File: src/tgc_pkg.sv
package tgc_pkg;

  // configuration register layout
  localparam int CFG_IDX_W  = 2;
  localparam int CFG_DATA_W = 16;
  localparam int MOVE_W     = 12;
  localparam int MS_W       = 16;

  localparam logic [CFG_IDX_W-1:0] REG_SWIPE_MIN   = 2'd0;
  localparam logic [CFG_IDX_W-1:0] REG_STILL_LIMIT = 2'd1;
  localparam logic [CFG_IDX_W-1:0] REG_HOLD_MS     = 2'd2;
  localparam logic [CFG_IDX_W-1:0] REG_SWIPE_TIME  = 2'd3;

  localparam logic [MOVE_W-1:0] SWIPE_MIN_RST   = 12'd40;
  localparam logic [MOVE_W-1:0] STILL_LIMIT_RST = 12'd20;
  localparam logic [MS_W-1:0]   HOLD_MS_RST     = 16'd800;
  localparam logic [MS_W-1:0]   SWIPE_TIME_RST  = 16'd700;

  // reported gesture codes
  localparam int GEST_W = 3;
  localparam logic [GEST_W-1:0] GEST_TAP   = 3'd0;
  localparam logic [GEST_W-1:0] GEST_LONG  = 3'd1;
  localparam logic [GEST_W-1:0] GEST_UP    = 3'd2;
  localparam logic [GEST_W-1:0] GEST_DOWN  = 3'd3;
  localparam logic [GEST_W-1:0] GEST_LEFT  = 3'd4;
  localparam logic [GEST_W-1:0] GEST_RIGHT = 3'd5;

  // controller gesture codes
  localparam logic [7:0] CHIP_UP    = 8'h01;
  localparam logic [7:0] CHIP_DOWN  = 8'h02;
  localparam logic [7:0] CHIP_LEFT  = 8'h03;
  localparam logic [7:0] CHIP_RIGHT = 8'h04;
  localparam logic [7:0] CHIP_LONG  = 8'h0c;

  typedef struct packed {
    logic [MOVE_W-1:0] swipe_min_move;
    logic [MOVE_W-1:0] still_limit;
    logic [MS_W-1:0]   hold_ms;
    logic [MS_W-1:0]   swipe_time_ms;
  } cfg_t;

  typedef struct packed {
    logic              fire;
    logic [GEST_W-1:0] gesture;
  } result_t;

endpackage

File: src/tgc_tracker.sv
module tgc_tracker
  import tgc_pkg::*;
#(
  parameter int COORD_BITS = 12,
  parameter int TIME_BITS  = 32
) (
  input  logic                  clk,
  input  logic                  rst,
  input  logic                  advance,
  input  logic                  finger,
  input  logic [COORD_BITS-1:0] x,
  input  logic [COORD_BITS-1:0] y,
  input  logic [TIME_BITS-1:0]  now,
  input  logic [7:0]            chip,
  input  cfg_t                  cfg,
  output result_t               res
);

  localparam int MW = (COORD_BITS > MOVE_W) ? COORD_BITS : MOVE_W;

  logic                  touching;
  logic                  long_fired;
  logic [COORD_BITS-1:0] start_x_reg;
  logic [COORD_BITS-1:0] start_y_reg;
  logic [COORD_BITS-1:0] last_x_reg;
  logic [COORD_BITS-1:0] last_y_reg;
  logic [TIME_BITS-1:0]  press_stamp;

  logic [TIME_BITS-1:0]       dur;
  logic signed [COORD_BITS:0] dx;
  logic signed [COORD_BITS:0] dy;
  logic [COORD_BITS:0]        ndx;
  logic [COORD_BITS:0]        ndy;
  logic [MW-1:0]              adx;
  logic [MW-1:0]              ady;
  logic [MW-1:0]              tap;
  logic [MW-1:0]              thr;
  logic                       long_ok;
  logic                       still;
  logic                       slow;

  assign dur = now - press_stamp;
  assign dx  = $signed({1'b0, last_x_reg}) - $signed({1'b0, start_x_reg});
  assign dy  = $signed({1'b0, last_y_reg}) - $signed({1'b0, start_y_reg});
  assign ndx = -dx;
  assign ndy = -dy;
  assign adx = MW'(dx[COORD_BITS] ? ndx[COORD_BITS-1:0] : dx[COORD_BITS-1:0]);
  assign ady = MW'(dy[COORD_BITS] ? ndy[COORD_BITS-1:0] : dy[COORD_BITS-1:0]);
  assign tap = MW'(cfg.still_limit);
  assign thr = MW'(cfg.swipe_min_move);

  assign long_ok = dur >= TIME_BITS'(cfg.hold_ms);
  assign slow    = dur >  TIME_BITS'(cfg.swipe_time_ms);
  assign still   = (adx < tap) && (ady < tap);

  always_comb begin
    res.fire    = 1'b0;
    res.gesture = GEST_TAP;
    if (finger) begin
      if (touching && !long_fired && long_ok) begin
        res.fire    = 1'b1;
        res.gesture = GEST_LONG;
      end
    end else if (touching && !long_fired) begin
      if (long_ok && still) begin
        res.fire    = 1'b1;
        res.gesture = GEST_LONG;
      end else begin
        res.fire = 1'b1;
        case (chip)
          CHIP_UP:    res.gesture = GEST_UP;
          CHIP_DOWN:  res.gesture = GEST_DOWN;
          CHIP_LEFT:  res.gesture = GEST_LEFT;
          CHIP_RIGHT: res.gesture = GEST_RIGHT;
          CHIP_LONG:  res.gesture = GEST_LONG;
          default: begin
            // long and still was taken above, so still here is a tap
            if (still) begin
              res.gesture = GEST_TAP;
            end else if (slow) begin
              res.fire = 1'b0;
            end else if (adx >= ady) begin
              // axis tie goes horizontal
              res.fire    = (adx >= thr);
              res.gesture = (!dx[COORD_BITS] && (dx != '0)) ? GEST_RIGHT : GEST_LEFT;
            end else begin
              res.fire    = (ady >= thr);
              res.gesture = dy[COORD_BITS] ? GEST_UP : GEST_DOWN;
            end
          end
        endcase
      end
    end
  end

  always_ff @(posedge clk) begin
    if (rst) begin
      touching   <= 1'b0;
      long_fired <= 1'b0;
    end else if (advance) begin
      if (finger) begin
        touching <= 1'b1;
        if (!touching) begin
          long_fired <= 1'b0;
        end else if (res.fire) begin
          long_fired <= 1'b1;
        end
      end else begin
        touching <= 1'b0;
      end
    end
  end

  always_ff @(posedge clk) begin
    if (advance && finger) begin
      last_x_reg <= x;
      last_y_reg <= y;
      if (!touching) begin
        start_x_reg <= x;
        start_y_reg <= y;
        press_stamp <= now;
      end
    end
  end

endmodule

File: src/tgc_out_reg.sv
module tgc_out_reg
  import tgc_pkg::*;
(
  input  logic              clk,
  input  logic              rst,
  input  logic              load,
  input  logic [GEST_W-1:0] gesture_in,
  input  logic              out_ready,
  output logic              out_valid,
  output logic [GEST_W-1:0] gesture,
  output logic              busy
);

  // held result that the receiver has not taken yet
  assign busy = out_valid && !out_ready;

  always_ff @(posedge clk) begin
    if (rst) begin
      out_valid <= 1'b0;
    end else if (load) begin
      out_valid <= 1'b1;
    end else if (out_ready) begin
      out_valid <= 1'b0;
    end
  end

  always_ff @(posedge clk) begin
    if (load) begin
      gesture <= gesture_in;
    end
  end

endmodule

File: src/touch_gesture_classifier.sv
// touch gesture classifier
// one item is one touch poll sample: finger_present, pos_x, pos_y, now_ms and
// the controller's own gesture code chip_gesture, taken on in_valid/in_ready
// a result item carries a gesture code on out_valid/out_ready; a sample
// gives zero or one result (long press while held, or the class on release)
// configuration: cfg_we writes cfg_data into register cfg_index
//   0 swipe_min_move, 1 still_limit, 2 hold_ms, 3 swipe_time_ms
// an accepted item is held in the input register and classified from it;
// any result is loaded into the result register, which raises out_valid
// throughput: one item per cycle unless a result waits on a blocked output;
// the path is subtracts and compares from the input to the result register
// when the receiver stalls, the result register holds; a sample that gives
// no result still passes, one that gives a result waits in the input
// register, and in_ready drops once that register is full and blocked
// reset: synchronous rst clears the finger tracking, both valid flags and
// loads the register defaults (40, 20, 800, 700)
module touch_gesture_classifier
  import tgc_pkg::*;
#(
  parameter int COORD_BITS = 12,
  parameter int TIME_BITS  = 32
) (
  input  logic                  clk,
  input  logic                  rst,
  input  logic                  in_valid,
  output logic                  in_ready,
  input  logic                  finger_present,
  input  logic [COORD_BITS-1:0] pos_x,
  input  logic [COORD_BITS-1:0] pos_y,
  input  logic [TIME_BITS-1:0]  now_ms,
  input  logic [7:0]            chip_gesture,
  output logic                  out_valid,
  input  logic                  out_ready,
  output logic [GEST_W-1:0]     gesture,
  input  logic                  cfg_we,
  input  logic [CFG_IDX_W-1:0]  cfg_index,
  input  logic [CFG_DATA_W-1:0] cfg_data
);

  cfg_t cfg;

  // input register
  logic                  s_valid;
  logic                  s_finger;
  logic [COORD_BITS-1:0] s_x;
  logic [COORD_BITS-1:0] s_y;
  logic [TIME_BITS-1:0]  s_now;
  logic [7:0]            s_chip;

  result_t res;
  logic    out_busy;
  logic    advance;
  logic    in_take;

  // the held sample moves on unless it has a result and the output is blocked
  assign advance  = s_valid && (!res.fire || !out_busy);
  assign in_ready = !s_valid || advance;
  assign in_take  = in_valid && in_ready;

  // configuration registers
  always_ff @(posedge clk) begin
    if (rst) begin
      cfg.swipe_min_move <= SWIPE_MIN_RST;
      cfg.still_limit    <= STILL_LIMIT_RST;
      cfg.hold_ms        <= HOLD_MS_RST;
      cfg.swipe_time_ms  <= SWIPE_TIME_RST;
    end else if (cfg_we) begin
      case (cfg_index)
        REG_SWIPE_MIN:   cfg.swipe_min_move <= cfg_data[MOVE_W-1:0];
        REG_STILL_LIMIT: cfg.still_limit    <= cfg_data[MOVE_W-1:0];
        REG_HOLD_MS:     cfg.hold_ms        <= cfg_data[MS_W-1:0];
        REG_SWIPE_TIME:  cfg.swipe_time_ms  <= cfg_data[MS_W-1:0];
        default: ;
      endcase
    end
  end

  always_ff @(posedge clk) begin
    if (rst) begin
      s_valid <= 1'b0;
    end else if (in_take) begin
      s_valid <= 1'b1;
    end else if (advance) begin
      s_valid <= 1'b0;
    end
  end

  always_ff @(posedge clk) begin
    if (in_take) begin
      s_finger <= finger_present;
      s_x      <= pos_x;
      s_y      <= pos_y;
      s_now    <= now_ms;
      s_chip   <= chip_gesture;
    end
  end

  // finger tracking and classification
  tgc_tracker #(
    .COORD_BITS(COORD_BITS),
    .TIME_BITS (TIME_BITS)
  ) u_tracker (
    .clk    (clk),
    .rst    (rst),
    .advance(advance),
    .finger (s_finger),
    .x      (s_x),
    .y      (s_y),
    .now    (s_now),
    .chip   (s_chip),
    .cfg    (cfg),
    .res    (res)
  );

  // result register
  tgc_out_reg u_out (
    .clk       (clk),
    .rst       (rst),
    .load      (advance && res.fire),
    .gesture_in(res.gesture),
    .out_ready (out_ready),
    .out_valid (out_valid),
    .gesture   (gesture),
    .busy      (out_busy)
  );

  // a new result never overwrites one still waiting
  a_no_overwrite: assert property (@(posedge clk) disable iff (rst)
    (advance && res.fire) |-> (!out_valid || out_ready))
    else $error("result register overwritten");

  // an empty input register always takes a sample
  a_empty_ready: assert property (@(posedge clk) disable iff (rst)
    !s_valid |-> in_ready)
    else $error("input stalled while empty");

  // only defined gesture codes leave the block
  a_gesture_code: assert property (@(posedge clk) disable iff (rst)
    out_valid |-> (gesture <= GEST_RIGHT))
    else $error("undefined gesture code");

  // a held sample with no result never waits
  a_no_result_moves: assert property (@(posedge clk) disable iff (rst)
    (s_valid && !res.fire) |=> (!s_valid || $past(in_take)))
    else $error("sample without result held back");

endmodule
File: config.mk
export PLATFORM = sky130hd
export DESIGN_NAME = touch_gesture_classifier
export DESIGN_NICKNAME = d
export VERILOG_FILES = /design/src/tgc_pkg.sv /design/src/tgc_tracker.sv /design/src/tgc_out_reg.sv /design/src/touch_gesture_classifier.sv
export SDC_FILE = /design/constraint.sdc
export NUM_CORES = 1
export LEC_CHECK = 0
export BUFFER_PORTS_ARGS = -buffer_cell sky130_fd_sc_hd__buf_4
export CAP_MARGIN = 40
export CORE_MARGIN = 3
export CORE_UTILIZATION = 40
export DETAILED_ROUTE_END_ITERATION = 16
export PLACE_DENSITY = 0.65
export SYNTH_ARGS = -nofsm -noshare
export SYNTH_HDL_FRONTEND = slang
export SYNTH_HIERARCHICAL = 1
export SYNTH_SLANG_ARGS = --single-unit
File: constraint.sdc
create_clock -name clk -period 7.9 [get_ports clk]
set_clock_uncertainty 0.15 [all_clocks]
set_input_delay 1.58 -clock clk [delete_from_list [all_inputs] [get_ports clk]]
set_output_delay 1.58 -clock clk [all_outputs]
set_load 0.005 [all_outputs]
==> out/metrics.cfg <==
[power]
seq_power_share = 0.431
p_comb_frac = 0.201
p_sw_w = 0.000781
p_int_w = 0.00213
total_power_w = 0.00291
pwr-share-clk = 0.369
p_per_area_nw_per_um2 = 198
swShare = 0.269
leakagePower_nw = 6.19
ir_drop_mv = 0.168

[worst_setup_path]
worstSetupEndpointType = primary output
reg2reg_depth = 31
cp_slowest_cell = or4_4
cp_data_arrival_time_ps = 5860
r2r_slack_ps = 1390
start_kind = register
slowest_delay_ps = 550
worstPathMaxFanout = 4
path_cells = ha_1 -> a21o_1 -> a21o_1 -> a21o_1 -> a21o_1 -> xnor2_2 -> or4_4 -> or3_4 -> o31a_1 -> xor2_2 -> ha_4 -> a21oi_1 -> nor2b_1 -> a2111oi_2 -> o21ai_1 -> a21oi_1 -> and3_1 -> o31ai_2 -> nor2b_1 -> nand2b_1 -> a31oi_1 -> a211oi_2 -> nand3_2 -> buf_4
r2r_end = u_tracker/press_stamp[0]$_DFFE_PP_
worst-path-buf-inv = 1
cp.required_ps = 6170
critPathTopFamily = compound AO/OA/AOI/OAI gates
cpMostUsedCell = a21o_1
critPathKind = reg2out
rr_startpoint = u_tracker/last_y_reg[0]$_DFFE_PP_

[clocking]
path_clk_slew_ps = 70
htreeDepth = 1
clock-sinks = 208
cts_buffers = 24
clkLatencyLatePin_ps = 530
cts_tree = done
cts_buffer_depth = 3
cts-root-buf = clkbuf_16

[timing]
drv_slew = 0
setup_tns_ps = 0
hold_viol_final = 0
fin_crit_ps = 7590
finalCritPeriodShare = 0.961
hold_slack_ps = 289
fmax_mhz = 132
tightest_slew_ps = 881
slew_headroom = 0.413
setup_viol = 0

[layout]
largest_register_ffs = 56
final_core_util = 0.477
regMostFlops = cfg
antenna_cells = 0
final_area_um2 = 14700
area_growth_pct = 16.9
reg.largest.list = cfg x56, s_now x32, u_tracker/press_stamp x32
drive_above_1_share = 0.137
nets = 1541

[grt]
track_usage = 0.152
grt_pass1_wl_um = 42500
grt-busiest-layer = met2
grt_pass1_vias = 8694
overflow = 0
grt_max_degree = 84
gr-usage-met1 = 0.218
grt_antenna_before_repair = 0
use_met3 = 0.0250
use_met2 = 0.242

[yosys]
synth_edf_count = 148
yosysWarnings = 6
synth_ff_type = edfxtp_1
ys_seq_area_frac = 0.450
synth_top_area_cell = edfxtp_1
synth_top_cells_by_area = edfxtp_1, ha_1, dfxtp_1, mux2i_1, inv_1
synth.distinct_cells = 74
synth_top_area_share = 0.354
synthCells = 1191
syn_area_per_cell_um2 = 10.5
syn-num-nets = 1429
synth_area_um2 = 12500
async_flop_share = 0
ys_ff_latch = 208

[detailed_routing]
drc = 0
wl_per_cell_um = 15.1
detail-route-antenna-nets = 0
routed_wl_um = 25900
drtIter0Drc = 494
vias_per_cell = 5.17
drtPass1Iterations = 5
dr_total_vias = 8877

[floorplanning]
io_pins = 93
chipWidth_um = 183
fp-row-count = 64
die_h_um = 183
core_region_area_um2 = 30700
dieArea_um2 = 33500
start_util = 0.408

[min_path]
min_to = u_tracker/last_y_reg[3]$_DFFE_PP_
hold-path-cell-count = 0
min_path_type = reg2reg
min_from = s_y[3]$_DFFE_PP_

[placement]
globalplace.congestion = 0.834
dpl-instance-area_um2 = 13700
io_buffers = 92
post-dp-hpwl_um = 19300

[outcome]
status = complete, no violations

[flow_run]
maxCapViolCount = 0

## kinds of logic (layout without fill, tap and decap cells)
| group | Yosys count | after routing | synth area share |
|---|---|---|---|
| xor+xnor | 61 | 61 | 0.0426 |
| buf+inv | 158 | 287 | 0.0483 |
| simple gates | 312 | 312 | 0.130 |
| fa+ha+maj | 150 | 150 | 0.151 |
| compound gates | 244 | 244 | 0.131 |
| flops | 208 | 208 | 0.450 |
| mux | 58 | 58 | 0.0464 |
## how the worst max path moves through the flow
stage                                             startpoint                            endpoint  cells past startpoint  slack [ps]
after floorplan            u_tracker/last_y_reg[0]$_DFFE_PP_  u_tracker/press_stamp[0]$_DFFE_PP_                     27         500
after global placement     u_tracker/last_y_reg[0]$_DFFE_PP_                            in_ready                     29         590
after detailed placement   u_tracker/last_y_reg[0]$_DFFE_PP_                            in_ready                     29         370
after CTS                  u_tracker/last_y_reg[0]$_DFFE_PP_                            in_ready                     29           7
after global routing      u_tracker/start_y_reg[1]$_DFFE_PP_                            in_ready                     25         -60
final                      u_tracker/last_y_reg[1]$_DFFE_PP_                            in_ready                     24         310
## Yosys cell counts, drive strengths merged (4+ instances only)
cell,n
a21o,27
o31ai,7
nand3b,6
o21ai,43
nand3,19
nand2b,69
edfxtp,148
nor4,9
nor3,16
mux2i,57
or3,6
a21boi,8
and3,7
buf,6
clkbuf,18
o211ai,8
nor2,73
a31oi,13
nor2b,14
and2,8
a2111oi,7
xnor2,33
xor2,28
a21oi,66
ha,147
o2111ai,4
o21a,20
nand2,55
dfxtp,60
o21bai,6
nand4,16
a211oi,12
inv,134
## power by group through the flow
stage,clock network (W),registers (W),logic [W]
3_3_place_gp,0,0.00127,0.000548
3_5_place_dp,0,0.00128,0.000559
4_1_cts,0.00111,0.00125,0.000565
5_1_grt,0.00116,0.00126,0.000661
2_1_floorplan,0,0.00127,0.000405
6_report,0.00107,0.00125,0.000583
## per-layer routing
layer / part of all wire / vias up / wire (um)
met2: 0.45 / 146 / 11600
li1: - / 4509 / -
met4: 0.017 / 0 / 429
met5: 0 / - / 0
met3: 0.046 / 28 / 1180
met1: 0.49 / 4194 / 12600
## repair_timing
item / 4_1_cts / 5_1_grt
hold buffers: 0 / 0
endpoints found under the setup margin: 1 / 1
buffers inserted: 0 / 9
cloned: 0 / 0
gates resized for setup: 3 / 27
pin swaps: 1 / 8
## stage by stage
stage	instances	setup WS, ps
finish	1716	310
global route	1716	-60.2
detailed placement	1664	371
floorplan	1191	495
CTS	1707	6.69
global placement	1662	589
## area by class of cell
cell class	count	area, um^2
tap	396	495
inverter	134	503
timing repair buffer	110	841
clock inverter	12	110
multi-input combinational	825	6420
clock buffer	31	648
fill	2916	16100
sequential	208	5650
## worst register-to-register path: cells and delay by family (launching register included)
kind,cells,cell delay [ps]
AO/OA/AOI/OAI,16,3040
AND/OR/NAND/NOR,4,470
adder cells (fa/ha/maj),3,780
buffers and inverters,7,1120
flip-flops,1,360
XOR/XNOR,1,190
## cell usage in the layout (no fill, tap or decap), types with 18 or more instances in the layout
cell type	Yosys	layout
a21o_1	27	27
a21oi_1	62	60
buf_4	0	108
clkbuf_16	0	25
dfxtp_1	60	60
edfxtp_1	148	148
ha_1	147	146
inv_1	134	133
mux2i_1	57	57
nand2_1	55	54
nand2b_1	69	69
nand3_1	19	18
nor2_1	73	72
o21a_1	20	20
o21ai_0	43	38
xnor2_1	33	31
xor2_1	28	25
Power figures use the tool's default switching activity.
